$ cat config.mk
export PLATFORM = sky130hd
export DESIGN_NAME = tour_permutation_edit_engine_flat
export DESIGN_NICKNAME = d
export VERILOG_FILES = /design/src/rtl/tpe_pkg.sv /design/src/rtl/tpe_if.sv /design/src/rtl/tour_permutation_edit_engine.sv /design/src/rtl/tpe_ram.sv /design/src/rtl/tpe_dp.sv /design/src/rtl/tpe_ctrl.sv /design/src/flat_wrapper.sv
export SDC_FILE = /design/constraint.sdc
export NUM_CORES = 2
export LEC_CHECK = 0
export BUFFER_PORTS_ARGS = -buffer_cell sky130_fd_sc_hd__buf_2
export CORE_UTILIZATION = 56
export DETAILED_ROUTE_END_ITERATION = 12
export MAX_ROUTING_LAYER = met4
export PLACE_DENSITY = 0.74
export SYNTH_ARGS = -nofsm -noshare
export SYNTH_HDL_FRONTEND = slang
export SYNTH_SLANG_ARGS = --single-unit
$ cat constraint.sdc
create_clock -name clk -period 13.73 [get_ports clk]
set_input_delay 2.0595 -clock clk [delete_from_list [all_inputs] [get_ports clk]]
set_output_delay 2.0595 -clock clk [all_outputs]
set_load 0.005 [all_outputs]
$ cat src/rtl/tpe_pkg.sv
// ----------------------------------------------------------------------------
// tpe_pkg
// Shared types and constants for the tour permutation edit engine.
// ----------------------------------------------------------------------------
package tpe_pkg;

  localparam int IDX_W          = 9;
  localparam int CITY_W         = 8;
  localparam int OP_W           = 3;
  localparam int TPE_MAX_CITIES = 256;
  localparam logic [IDX_W-1:0] CNT_RESET = 9'd256;

  typedef enum logic [OP_W-1:0] {
    OP_WRITE   = 3'd0,
    OP_READ    = 3'd1,
    OP_SWAP    = 3'd2,
    OP_REVERSE = 3'd3,
    OP_ROTATE  = 3'd4,
    OP_MOVE    = 3'd5
  } tpe_op_t;

  // which pair of item indices bounds the next flip, as [lo,hi)
  typedef enum logic [2:0] {
    RNG_AB = 3'd0,
    RNG_BC = 3'd1,
    RNG_AC = 3'd2,
    RNG_CA = 3'd3,
    RNG_CB = 3'd4
  } tpe_rng_t;

  typedef struct packed {
    logic     load_item;
    logic     range_ld;
    tpe_rng_t range_sel;
    logic     wr_city;
    logic     wr_lo;
    logic     wr_hi;
    logic     res_ld;
  } tpe_cmd_t;

  typedef struct packed {
    logic [OP_W-1:0] op;
    logic            rev;
    logic            ok;
    logic            c_ge_b;
    logic            pair_ok;
  } tpe_stat_t;

endpackage

$ cat src/rtl/tpe_if.sv
// ----------------------------------------------------------------------------
// tpe channel interfaces
// Valid/ready channels for items, results and the city count register.
// ----------------------------------------------------------------------------
interface tpe_in_if import tpe_pkg::*; ();
  logic              valid;
  logic              ready;
  logic [OP_W-1:0]   operation;
  logic [IDX_W-1:0]  index_a;
  logic [IDX_W-1:0]  index_b;
  logic [IDX_W-1:0]  index_c;
  logic              reverse_segment;
  logic [CITY_W-1:0] city_value;

  modport source (output valid, operation, index_a, index_b, index_c,
                  reverse_segment, city_value, input ready);
  modport sink   (input valid, operation, index_a, index_b, index_c,
                  reverse_segment, city_value, output ready);
endinterface

interface tpe_out_if import tpe_pkg::*; ();
  logic              valid;
  logic              ready;
  logic [CITY_W-1:0] read_value;
  logic              status;

  modport source (output valid, read_value, status, input ready);
  modport sink   (input valid, read_value, status, output ready);
endinterface

interface tpe_cfg_if import tpe_pkg::*; ();
  logic             valid;
  logic             ready;
  logic [IDX_W-1:0] num_cities;

  modport source (output valid, num_cities, input ready);
  modport sink   (input valid, num_cities, output ready);
endinterface

$ cat src/rtl/tour_permutation_edit_engine.sv
// ----------------------------------------------------------------------------
// tour_permutation_edit_engine
// Tour store with write, read, swap, reverse, rotate and segment move edits.
//
//   channel  dir  handshake          word
//   in_ch    in   valid / ready      operation, index_a/b/c, reverse_segment,
//                                    city_value
//   out_ch   out  valid / ready      read_value, status
//   cfg_ch   in   valid / ready      num_cities
//
// One item at a time.
// Reverse, rotate and move are runs of range flips (1 to 4); each exchanged
// pair is written lo then hi through the single ram write port.
// No clearing pass after reset; both readies are low while reset is held and
// cfg ready is high otherwise.
// A new item is taken while a result waits; a stalled result holds the next
// item in its last cycle.
// ----------------------------------------------------------------------------
module tour_permutation_edit_engine import tpe_pkg::*; #(
  parameter int MAX_CITIES = TPE_MAX_CITIES
) (
  input logic      clk,
  input logic      rst_n,
  tpe_in_if.sink   in_ch,
  tpe_out_if.source out_ch,
  tpe_cfg_if.sink  cfg_ch
);

  tpe_cmd_t  cmd;
  tpe_stat_t stat;

  assign cfg_ch.ready = rst_n;

  tpe_ctrl u_ctrl (
    .clk       (clk),
    .rst_n     (rst_n),
    .in_valid  (in_ch.valid),
    .in_ready  (in_ch.ready),
    .out_valid (out_ch.valid),
    .out_ready (out_ch.ready),
    .stat      (stat),
    .cmd       (cmd)
  );

  tpe_dp #(
    .MAX_CITIES (MAX_CITIES)
  ) u_dp (
    .clk             (clk),
    .rst_n           (rst_n),
    .cfg_we          (cfg_ch.valid),
    .cfg_data        (cfg_ch.num_cities),
    .operation       (in_ch.operation),
    .index_a         (in_ch.index_a),
    .index_b         (in_ch.index_b),
    .index_c         (in_ch.index_c),
    .reverse_segment (in_ch.reverse_segment),
    .city_value      (in_ch.city_value),
    .cmd             (cmd),
    .stat            (stat),
    .read_value      (out_ch.read_value),
    .status          (out_ch.status)
  );

endmodule

$ cat src/rtl/tpe_ram.sv
// ----------------------------------------------------------------------------
// tpe_ram
// Generic RAM: one write port, two read ports with registered read data.
// ----------------------------------------------------------------------------
module tpe_ram #(
  parameter int WIDTH = 8,
  parameter int DEPTH = 256
) (
  input  logic                     clk,
  input  logic                     we,
  input  logic [$clog2(DEPTH)-1:0] waddr,
  input  logic [WIDTH-1:0]         wdata,
  input  logic [$clog2(DEPTH)-1:0] raddr0,
  input  logic [$clog2(DEPTH)-1:0] raddr1,
  output logic [WIDTH-1:0]         rdata0,
  output logic [WIDTH-1:0]         rdata1
);

  logic [WIDTH-1:0] mem [DEPTH];
  logic [WIDTH-1:0] rdata0_r;
  logic [WIDTH-1:0] rdata1_r;

  always_ff @(posedge clk) begin
    if (we) begin
      mem[waddr] <= wdata;
    end
    rdata0_r <= mem[raddr0];
    rdata1_r <= mem[raddr1];
  end

  assign rdata0 = rdata0_r;
  assign rdata1 = rdata1_r;

endmodule

$ cat src/rtl/tpe_dp.sv
// ----------------------------------------------------------------------------
// tpe_dp
// Datapath: item registers, index checks, flip pointers, tour RAM, result.
// ----------------------------------------------------------------------------
module tpe_dp import tpe_pkg::*; #(
  parameter int MAX_CITIES = TPE_MAX_CITIES
) (
  input  logic              clk,
  input  logic              rst_n,
  input  logic              cfg_we,
  input  logic [IDX_W-1:0]  cfg_data,
  input  logic [OP_W-1:0]   operation,
  input  logic [IDX_W-1:0]  index_a,
  input  logic [IDX_W-1:0]  index_b,
  input  logic [IDX_W-1:0]  index_c,
  input  logic              reverse_segment,
  input  logic [CITY_W-1:0] city_value,
  input  tpe_cmd_t          cmd,
  output tpe_stat_t         stat,
  output logic [CITY_W-1:0] read_value,
  output logic              status
);

  localparam int AW = $clog2(MAX_CITIES);
  localparam int CW = $clog2(MAX_CITIES + 1);
  localparam int NW = (CW > IDX_W) ? CW : IDX_W;

  logic [IDX_W-1:0]  num_cities_r;
  logic [OP_W-1:0]   op_r;
  logic [IDX_W-1:0]  a_r, b_r, c_r;
  logic              rev_r;
  logic [CITY_W-1:0] city_r;
  logic [IDX_W-1:0]  lo_r, lo_nxt;
  logic [IDX_W-1:0]  hi_r, hi_nxt;
  logic [CITY_W-1:0] hold_r;
  logic [CITY_W-1:0] read_value_r;
  logic              status_r;

  logic [NW-1:0]     n, cnt_ext, a_w, b_w, c_w;
  logic [IDX_W-1:0]  hi_m1;
  logic              ok;
  logic              ram_we;
  logic [AW-1:0]     waddr;
  logic [CITY_W-1:0] wdata;
  logic [CITY_W-1:0] rd0, rd1;

  // active count saturates at the store depth
  assign cnt_ext = NW'(num_cities_r);
  assign n       = (cnt_ext > NW'(MAX_CITIES)) ? NW'(MAX_CITIES) : cnt_ext;
  assign a_w     = NW'(a_r);
  assign b_w     = NW'(b_r);
  assign c_w     = NW'(c_r);

  always_comb begin
    case (op_r)
      OP_WRITE, OP_READ: ok = (a_w < n);
      OP_SWAP:           ok = (a_w < n) && (b_w < n);
      OP_REVERSE:        ok = (a_w <= b_w) && (b_w <= n);
      OP_ROTATE:         ok = (a_w <= b_w) && (b_w <= c_w) && (c_w <= n);
      OP_MOVE:           ok = (a_w <= b_w) && (b_w <= n) && (c_w <= n) &&
                              ((c_w <= a_w) || (c_w >= b_w));
      default:           ok = 1'b0;
    endcase
  end

  assign hi_m1 = hi_r - IDX_W'(1);

  always_comb begin
    stat.op      = op_r;
    stat.rev     = rev_r;
    stat.ok      = ok;
    stat.c_ge_b  = (c_r >= b_r);
    stat.pair_ok = ({1'b0, lo_r} + (IDX_W+1)'(1)) < {1'b0, hi_r};
  end

  always_comb begin
    lo_nxt = lo_r;
    hi_nxt = hi_r;
    if (cmd.load_item) begin
      // read and swap address a and b directly
      lo_nxt = index_a;
      hi_nxt = index_b + IDX_W'(1);
    end else if (cmd.range_ld) begin
      case (cmd.range_sel)
        RNG_AB:  begin lo_nxt = a_r; hi_nxt = b_r; end
        RNG_BC:  begin lo_nxt = b_r; hi_nxt = c_r; end
        RNG_AC:  begin lo_nxt = a_r; hi_nxt = c_r; end
        RNG_CA:  begin lo_nxt = c_r; hi_nxt = a_r; end
        RNG_CB:  begin lo_nxt = c_r; hi_nxt = b_r; end
        default: begin lo_nxt = lo_r; hi_nxt = hi_r; end
      endcase
    end else if (cmd.wr_hi) begin
      lo_nxt = lo_r + IDX_W'(1);
      hi_nxt = hi_m1;
    end
  end

  always_ff @(posedge clk) begin
    if (!rst_n) begin
      num_cities_r <= CNT_RESET;
    end else if (cfg_we) begin
      num_cities_r <= cfg_data;
    end
  end

  always_ff @(posedge clk) begin
    if (cmd.load_item) begin
      op_r   <= operation;
      a_r    <= index_a;
      b_r    <= index_b;
      c_r    <= index_c;
      rev_r  <= reverse_segment;
      city_r <= city_value;
    end
    lo_r <= lo_nxt;
    hi_r <= hi_nxt;
    if (cmd.wr_lo) begin
      hold_r <= rd0;
    end
    if (cmd.res_ld) begin
      read_value_r <= (op_r == OP_READ && ok) ? rd0 : '0;
      status_r     <= !ok;
    end
  end

  assign ram_we = cmd.wr_city | cmd.wr_lo | cmd.wr_hi;
  assign waddr  = cmd.wr_hi ? AW'(hi_m1) : AW'(lo_r);
  assign wdata  = cmd.wr_city ? city_r : (cmd.wr_lo ? rd1 : hold_r);

  tpe_ram #(
    .WIDTH (CITY_W),
    .DEPTH (MAX_CITIES)
  ) u_ram (
    .clk    (clk),
    .we     (ram_we),
    .waddr  (waddr),
    .wdata  (wdata),
    .raddr0 (AW'(lo_r)),
    .raddr1 (AW'(hi_m1)),
    .rdata0 (rd0),
    .rdata1 (rd1)
  );

  assign read_value = read_value_r;
  assign status     = status_r;

endmodule

$ cat src/rtl/tpe_ctrl.sv
// ----------------------------------------------------------------------------
// tpe_ctrl
// Controller: sequences checks, flip passes and pair exchanges per item.
// ----------------------------------------------------------------------------
module tpe_ctrl import tpe_pkg::*; (
  input  logic      clk,
  input  logic      rst_n,
  input  logic      in_valid,
  output logic      in_ready,
  output logic      out_valid,
  input  logic      out_ready,
  input  tpe_stat_t stat,
  output tpe_cmd_t  cmd
);

  typedef enum logic [2:0] {
    S_IDLE,
    S_CHECK,
    S_RANGE,
    S_TEST,
    S_W1,
    S_W2,
    S_FIN
  } state_t;

  state_t     state_r, state_nxt;
  logic [1:0] step_r, step_nxt;
  logic       out_valid_r, out_valid_nxt;

  logic [1:0] pos;
  logic       back;
  logic       last;
  tpe_rng_t   sel;

  // rotate(x,y,z) is flip [x,y), flip [y,z), flip [x,z); a reversed move
  // adds one leading flip of the segment
  always_comb begin
    pos  = step_r + (((stat.op == OP_ROTATE) ||
                      (stat.op == OP_MOVE && !stat.rev)) ? 2'd1 : 2'd0);
    back = (stat.op == OP_MOVE) && !stat.c_ge_b;
    last = (stat.op == OP_REVERSE) || (pos == 2'd3);
    case (pos)
      2'd0:    sel = RNG_AB;
      2'd1:    sel = back ? RNG_CA : RNG_AB;
      2'd2:    sel = back ? RNG_AB : RNG_BC;
      2'd3:    sel = back ? RNG_CB : RNG_AC;
      default: sel = RNG_AB;
    endcase
  end

  always_comb begin
    state_nxt     = state_r;
    step_nxt      = step_r;
    out_valid_nxt = out_valid_r && !out_ready;
    cmd           = '0;
    cmd.range_sel = sel;
    case (state_r)
      S_IDLE: begin
        if (in_valid) begin
          cmd.load_item = 1'b1;
          step_nxt      = 2'd0;
          state_nxt     = S_CHECK;
        end
      end
      S_CHECK: begin
        if (!stat.ok) begin
          state_nxt = S_FIN;
        end else begin
          case (stat.op)
            OP_WRITE: begin
              cmd.wr_city = 1'b1;
              state_nxt   = S_FIN;
            end
            OP_READ:  state_nxt = S_FIN;
            OP_SWAP:  state_nxt = S_W1;
            default:  state_nxt = S_RANGE;
          endcase
        end
      end
      S_RANGE: begin
        cmd.range_ld = 1'b1;
        state_nxt    = S_TEST;
      end
      S_TEST: begin
        if (stat.pair_ok) begin
          state_nxt = S_W1;
        end else if (last) begin
          state_nxt = S_FIN;
        end else begin
          step_nxt  = step_r + 2'd1;
          state_nxt = S_RANGE;
        end
      end
      S_W1: begin
        cmd.wr_lo = 1'b1;
        state_nxt = S_W2;
      end
      S_W2: begin
        cmd.wr_hi = 1'b1;
        state_nxt = (stat.op == OP_SWAP) ? S_FIN : S_TEST;
      end
      S_FIN: begin
        if (!out_valid_r || out_ready) begin
          cmd.res_ld    = 1'b1;
          out_valid_nxt = 1'b1;
          state_nxt     = S_IDLE;
        end
      end
      default: state_nxt = S_IDLE;
    endcase
  end

  always_ff @(posedge clk) begin
    if (!rst_n) begin
      state_r     <= S_IDLE;
      step_r      <= 2'd0;
      out_valid_r <= 1'b0;
    end else begin
      state_r     <= state_nxt;
      step_r      <= step_nxt;
      out_valid_r <= out_valid_nxt;
    end
  end

  // no word is taken while reset is held
  assign in_ready  = (state_r == S_IDLE) && rst_n;
  assign out_valid = out_valid_r;

`ifndef SYNTH
  a_one_write: assert property (@(posedge clk) disable iff (!rst_n)
    $onehot0({cmd.wr_city, cmd.wr_lo, cmd.wr_hi}))
    else $error("more than one ram write command");

  a_pair_order: assert property (@(posedge clk) disable iff (!rst_n)
    state_r == S_W1 |=> state_r == S_W2)
    else $error("pair exchange split");

  a_accept_check: assert property (@(posedge clk) disable iff (!rst_n)
    in_valid && in_ready |=> state_r == S_CHECK)
    else $error("accepted word not checked");

  a_no_overwrite: assert property (@(posedge clk) disable iff (!rst_n)
    cmd.res_ld |-> (!out_valid_r || out_ready))
    else $error("pending result overwritten");
`endif

endmodule
$ cat src/flat_wrapper.sv
// flat-port wrapper written by rule: the top's interface ports become plain ports
module tour_permutation_edit_engine_flat import tpe_pkg::*;
#(
  parameter int MAX_CITIES = TPE_MAX_CITIES
)
  (clk, rst_n, in_ch_valid, in_ch_operation, in_ch_index_a, in_ch_index_b, in_ch_index_c, in_ch_reverse_segment, in_ch_city_value, in_ch_ready, out_ch_valid, out_ch_read_value, out_ch_status, out_ch_ready, cfg_ch_valid, cfg_ch_num_cities, cfg_ch_ready);
  tpe_in_if in_ch_i ();
  tpe_out_if out_ch_i ();
  tpe_cfg_if cfg_ch_i ();
  input logic clk;
  input logic rst_n;
  input wire logic [$bits(in_ch_i.valid)-1:0] in_ch_valid;
  input wire logic [$bits(in_ch_i.operation)-1:0] in_ch_operation;
  input wire logic [$bits(in_ch_i.index_a)-1:0] in_ch_index_a;
  input wire logic [$bits(in_ch_i.index_b)-1:0] in_ch_index_b;
  input wire logic [$bits(in_ch_i.index_c)-1:0] in_ch_index_c;
  input wire logic [$bits(in_ch_i.reverse_segment)-1:0] in_ch_reverse_segment;
  input wire logic [$bits(in_ch_i.city_value)-1:0] in_ch_city_value;
  output wire logic [$bits(in_ch_i.ready)-1:0] in_ch_ready;
  output wire logic [$bits(out_ch_i.valid)-1:0] out_ch_valid;
  output wire logic [$bits(out_ch_i.read_value)-1:0] out_ch_read_value;
  output wire logic [$bits(out_ch_i.status)-1:0] out_ch_status;
  input wire logic [$bits(out_ch_i.ready)-1:0] out_ch_ready;
  input wire logic [$bits(cfg_ch_i.valid)-1:0] cfg_ch_valid;
  input wire logic [$bits(cfg_ch_i.num_cities)-1:0] cfg_ch_num_cities;
  output wire logic [$bits(cfg_ch_i.ready)-1:0] cfg_ch_ready;
  assign in_ch_i.valid = in_ch_valid;
  assign in_ch_i.operation = in_ch_operation;
  assign in_ch_i.index_a = in_ch_index_a;
  assign in_ch_i.index_b = in_ch_index_b;
  assign in_ch_i.index_c = in_ch_index_c;
  assign in_ch_i.reverse_segment = in_ch_reverse_segment;
  assign in_ch_i.city_value = in_ch_city_value;
  assign in_ch_ready = in_ch_i.ready;
  assign out_ch_valid = out_ch_i.valid;
  assign out_ch_read_value = out_ch_i.read_value;
  assign out_ch_status = out_ch_i.status;
  assign out_ch_i.ready = out_ch_ready;
  assign cfg_ch_i.valid = cfg_ch_valid;
  assign cfg_ch_i.num_cities = cfg_ch_num_cities;
  assign cfg_ch_ready = cfg_ch_i.ready;
  tour_permutation_edit_engine #(.MAX_CITIES(MAX_CITIES)) u_core (.clk(clk), .rst_n(rst_n), .in_ch(in_ch_i), .out_ch(out_ch_i), .cfg_ch(cfg_ch_i));
endmodule
# Word-level counts from Yosys, hierarchy flattened
# Memories as Yosys holds them, arrays and structs flattened. A register that Yosys moved wholly into a read port is not among the register bits.
# Cells that the tools add are included.
[word_totals] register_bits=89 ramBits=2048 in_bits=53 word_cells=137 memories=1
[memory_table] name="u_core.u_dp.u_ram.mem" words=256 width=8 rd=2 rd_ports_with_merged_regs=2 wr=1 line="tpe_ram.sv:19" text="logic [WIDTH-1:0] mem [DEPTH];"
[op_classes] addsub=6 n_lt_le_gt_ge=10 n_eq_ne=24 n_mux=44 bitwise_logic=2 reduce_logical=35
[op_table] cell="$mux W9" count=7
[op_table] cell="$pmux W9 S3" count=2
[op_table] cell="$le A9 B9 Y1" count=5
[op_table] cell="$mux W8" count=3
[op_table] cell="$mux W3" count=7
[op_table] cell="$pmux W3 S7" count=1
[op_table] cell="$add A9 B1 Y9 const B" count=2
[op_table] cell="$eq A3 B2 Y1 const B" count=6
[op_table] cell="$eq A3 B3 Y1 const B" count=6
[op_table] cell="$lt A9 B9 Y1" count=2
[op_table] cell="$mux W1" count=16
[op_table] cell="$pmux W3 S4" count=1
[op_table] cell="$logic_and A1 B1 Y1" count=11
[op_table] cell="$add A9 B1 Y10 const B" count=1
[op_table] cell="$lt A10 B9 Y1" count=1
[op_table] cell="$ne A5 B4 Y1 const B" count=2
[op_table] cell="$reduce_or A2 Y1" count=5
[op_table] cell="$eq A3 B1 Y1 const B" count=3
[op_table] cell="$ge A9 B9 Y1" count=1
[op_table] cell="$gt A9 B9 Y1 const B" count=1
[op_table] cell="$logic_not A3 Y1" count=3
[op_table] cell="$sub A9 B1 Y9 const B" count=1
[op_table] cell="$mux W2" count=4
[op_table] cell="$ne A2 B2 Y1 const B" count=4
[op_table] cell="other kinds (15)" count=26

# Longest topological paths before layout
[logic_depth] word_depth=13 depth_mapped=15 depth_no_buf=12

# Cells and area by module
# Synthesis repeated with hierarchy kept, for this count alone.
[unflattened] hier_cells=5480 area_unflattened_um2=103077.6
[by_module_without_submodules] module="tpe_ram" instances=1 cells_per_inst=4847 area_each_um2=96973.0
[by_module_without_submodules] module="tpe_dp" instances=1 cells_per_inst=559 area_each_um2=5574.1
[by_module_without_submodules] module="tpe_ctrl" instances=1 cells_per_inst=73 area_each_um2=523.0
[by_module_without_submodules] module="tour_permutation_edit_engine" instances=1 cells_per_inst=1 area_each_um2=7.5

# Worst setup path after synthesis
# OpenSTA, ideal clock, no wires.
[synth_timing] path_kind="register -> register" start="reg u_core.u_ctrl.state_r[2]" end="mem u_core.u_dp.u_ram.mem[0][0], data pin" setup_ns=2.188 arrival_ns=11.634 t_required_ns=11.542 slack_ns=-0.092 path_stages_with_launch=7 n_path_buf=2 path_cell_list="dfxtp_1 clkbuf_1 clkinv_1 nor3_1 buf_1 mux2i_1 o21ai_0"
[synth_between] elab_chain_cells=4 elab_cells_between_ends=6 classes_between="eq/ne (2); mux (4)"
[synth_rtl] item="start, declared" line="tpe_ctrl.sv:26" text="state_t state_r, state_nxt;"
[synth_rtl] item="start signal, assigned" line="tpe_ctrl.sv:119" text="state_r <= state_nxt;"
[synth_rtl] item="$eq A3 B3 Y1" line="tpe_ctrl.sv:57" text="case (state_r)"
[synth_rtl] item="$mux W1" line="tpe_ctrl.sv:57"
[synth_rtl] item="$mux W8" line="tpe_dp.sv:128" text="assign wdata = cmd.wr_city ? city_r : (cmd.wr_lo ? rd1 : hold_r);"
[synth_rtl] item="$mux W8 (*)" line="tpe_dp.sv:128"
[synth_rtl] item="named net u_core.u_dp.u_ram.wdata[0]" line="tpe_ram.sv:12" text="input logic [WIDTH-1:0] wdata,"
[synth_rtl] item="end, declared" line="tpe_ram.sv:19"
# Mark *: on every way through the listed nets, which the timed path passes. The rest lies on a longest branch.

# Final worst setup path
[layout_timing] start="reg u_core.u_dp.hi_r[0]" end="reg u_core.u_dp.u_ram.rdata1_r[0], in the netlist u_core.u_dp.u_ram.rdata1[0], read port of u_core.u_dp.u_ram.mem"
[layout_between] elab_chain_cells=1
[layout_rtl] item="start, declared" line="tpe_dp.sv:34" text="logic [IDX_W-1:0] hi_r, hi_nxt;"
[layout_rtl] item="start signal, assigned" line="tpe_dp.sv:116" text="hi_r <= hi_nxt;"
[layout_rtl] item="$sub A9 B1 Y9" line="tpe_dp.sv:66" text="assign hi_m1 = hi_r - IDX_W'(1);"
[layout_rtl] item="end, declared" line="tpe_ram.sv:21" text="logic [WIDTH-1:0] rdata1_r;"
# No other way between the ends.
# A chain may end at the register's enable or synchronous reset.

==> results.sh <==
export IMPL_maxSlewViolCount=9
export IMPL_avgViaCountPerCell=7.676
export IMPL_grt_max_degree=257
export IMPL_syn_num_nets=5090
export IMPL_violations="max-capacitance violations, max-slew violations"
export IMPL_wl_per_cell_um=39.12
export IMPL_place_gp_congestion=0.9702
export IMPL_postCtsSetupRepairBufs=0
export IMPL_grt_pass1_vias=57310
export IMPL_crit_top_cell="buf_4"
export IMPL_finalHoldViolCount=0
export IMPL_yosysSeqAreaShare_pct=63.34
export IMPL_clk_latency_ps=890
export IMPL_synth_area_sq_um=101600
export IMPL_synth_most_common_cell="edfxtp_1"
export IMPL_clock_sinks=2153
export IMPL_synth_top_cell_area_share_pct=62.73
export IMPL_critPathMaxStageDelay_ps=840
export IMPL_cpMaxStageDelayCell="a22oi_1"
export IMPL_syn_to_final_growth_pct=11.77
export IMPL_dominantRegCellSynth="edfxtp_1"
export IMPL_powerDensity_nw_per_um2=243.7
export IMPL_dp_cells=7270
export IMPL_met3_usage_pct=11.40
export IMPL_dieArea_sq_um=183100
export IMPL_vias=58990
export IMPL_fmax_mhz=168.6
export IMPL_peakVddDrop_v=0.0005316
export IMPL_setup_slack_ps=7800
export IMPL_holdPathStages=2
export IMPL_yosys_area_top_type="edfxtp_1"
export IMPL_use_met2_pct=49.63
export IMPL_syn_inst=4972
export IMPL_die_h_um=427.9
export IMPL_reg2reg_depth=9
export IMPL_setup_viol=0
export IMPL_status="complete, but fails checks"
export IMPL_fillers=11810
export IMPL_preCtsSetupSlack_ps=7801
export IMPL_async_flop_share_pct=0
export IMPL_drtPass1Iterations=6
export IMPL_ys_top_cells_by_count="edfxtp_1 (2122), mux4_2 (1280), clkbuf_1 (247)"
export IMPL_drc=0
export IMPL_htreeDepth=4
export IMPL_start_util_pct=56.62
export IMPL_final_nets=5251
export IMPL_period_share_pct=43.19
export IMPL_relSlewSlack_pct=-8.809
export IMPL_period_minus_slack_ps=5930
export IMPL_ys_ff_latch=2153
export IMPL_busiest_layer="met2"
export IMPL_cp_required_ps=14420
export IMPL_drive_gt1_share_pct=38.54
export IMPL_die_x_um=427.9
export IMPL_cts_tree="done"
export IMPL_clock_path_buffers=3
export IMPL_cp_arrival_ps=6620
export IMPL_syn_mean_instance_area_sq_um=20.43
export IMPL_wl_um=300700
export IMPL_worstHoldPathType="reg2reg"
export IMPL_fin_skew_ps=36.69
export IMPL_grt_ovfl_total=0
export IMPL_placed_cell_area_sq_um=106300
export IMPL_ioPinCount=65
export IMPL_ant_nets=0
export IMPL_ys_warn_count=0
export IMPL_clockRootBuffer="clkbuf_16"
export IMPL_antenna_found_initial=9
export IMPL_synth_edf_count=2122
export IMPL_synthTopCellsByArea="edfxtp_1 (63%), mux4_2 (28%), clkbuf_1 (0.91%)"
export IMPL_leakage_nw=35.39
export IMPL_cts_buffers=216
export IMPL_post_synth_num_cell_types=64
export IMPL_cap_violations=1
export IMPL_cp_cell_sequence="buf_4, buf_4, buf_4, mux4_2, mux4_2, mux2i_1, o211ai_1, a22oi_1, o221ai_1"
export IMPL_final_area_sq_um=113500
export IMPL_first_iter_violations=10120
export IMPL_rsz0062_at_grt="no"
export IMPL_stdcell_count=7685
export IMPL_num_rows=155
export IMPL_cts_hold_repair_buffers=0
export IMPL_holdWs_ps=515.2
export IMPL_tns_ps=0
export IMPL_grt_pass1_wl_um=427000
export IMPL_use_met1_pct=44.33
export IMPL_cp_max_fo=43
export IMPL_cts_clk_slew_worst_paths_ps=60
export IMPL_io_buffer_count=64
export IMPL_core_sq_um=179400
export IMPL_utilization_pct=63.29
export IMPL_total_power_mw=27.66
export IMPL_critPathCaptureType="register"
export IMPL_ctsResizeCount=0
export IMPL_start_kind="register"
export IMPL_hpwl_um=185900
export IMPL_grt_usage_pct=34.06
export IMPL_worstSetupPathType="reg2reg"
export IMPL_worst_pin_slew_ps=1626
==> final timing paths <==
check / endpoint / startpoint / slack [ps]
min reg2reg: u_core.u_dp.cnt_ext[1] / u_core.u_dp.cnt_ext[1] / 520
max: u_core.u_dp.u_ram.rdata1[0] / u_core.u_dp.hi_r[0] / 7800
min: u_core.u_dp.cnt_ext[1] / u_core.u_dp.cnt_ext[1] / 520
max reg2reg: u_core.u_dp.u_ram.rdata1[0] / u_core.u_dp.hi_r[0] / 7800
==> worst max-delay path: cells and delay by family (launching register included) <==
family                 cells  cell delay [ps]
DFF                        1              550
AOI/OAI and AO/OA          3             1370
buffers and inverters      3             2240
muxes                      3             1400
==> sequential cells by signal (all words and copies together) (netlist names), 2 cells and up <==
register and count:
u_core.u_dp.u_ram.rdata1 8, u_core.u_dp.city_r 8, u_core.u_dp.c_r 9, u_core.u_dp.read_value 8, u_core.u_dp.op_r 3, u_core.u_ctrl.step_r 2
u_core.u_dp.lo_r 9, u_core.u_dp.u_ram.mem 2048, u_core.u_dp.b_r 9, u_core.u_dp.hold_r 8, u_core.u_dp.u_ram.rdata0 8, u_core.u_dp.a_r 9
u_core.u_dp.cnt_ext 9, u_core.u_dp.hi_r 9, u_core.u_ctrl.state_r 3
==> report_power, final <==
group          total, mW  leakage, nW  internal (mW)  switching (mW)
registers           8.25         19.4           8.06           0.186
logic               13.4         12.5           5.51            7.90
clock network       6.00         3.50           3.46            2.55
total               27.7         35.4           17.0            10.6
==> kinds of logic (layout without fill, tap and decap cells) <==
family | Yosys count | in the layout | synth area share, %
DFF | 2153 | 2153 | 63.34
buffers and inverters | 449 | 794 | 1.770
xor gates and xnor gates | 26 | 26 | 0.2242
AOI/OAI and AO/OA | 308 | 308 | 2.103
adders and majority gates | 65 | 65 | 0.8007
other | 0 | 13 | 0
muxes | 1320 | 1320 | 28.78
and+or+nand+nor | 651 | 651 | 2.982
==> cell usage in the layout (no fill, tap or decap), types with 52 or more instances in the layout <==
master        n
a21oi_1      76
a22oi_1      52
buf_2        64
buf_4       277
clkbuf_16   220
clkinv_1     55
edfxtp_1   2122
ha_1         64
mux4_2     1280
nand2_1     196
nand3_1      62
nor2_1      122
nor3_1      141
==> metal layers <==
metal  vias up  wire length [um]
li1      22160                 -
met1     31030            103900
met2      5016            138600
met3       787             43370
met4         0             14730
met5         -                 0
==> area by class of cell <==
| cell class | count | area [sq um] | area share (%) |
|---|---|---|---|
| well taps | 2355 | 2947 | 2.595 |
| flip-flops and latches | 2153 | 64340 | 56.67 |
| repair buffers | 356 | 2691 | 2.371 |
| multi-input cells | 2370 | 36190 | 31.88 |
| inverters | 36 | 135.1 | 0.1190 |
| diodes | 13 | 32.53 | 0.02865 |
| clock inverters | 140 | 1459 | 1.285 |
| clock buffers | 262 | 5733 | 5.050 |
Power figures use the tool's default switching activity.
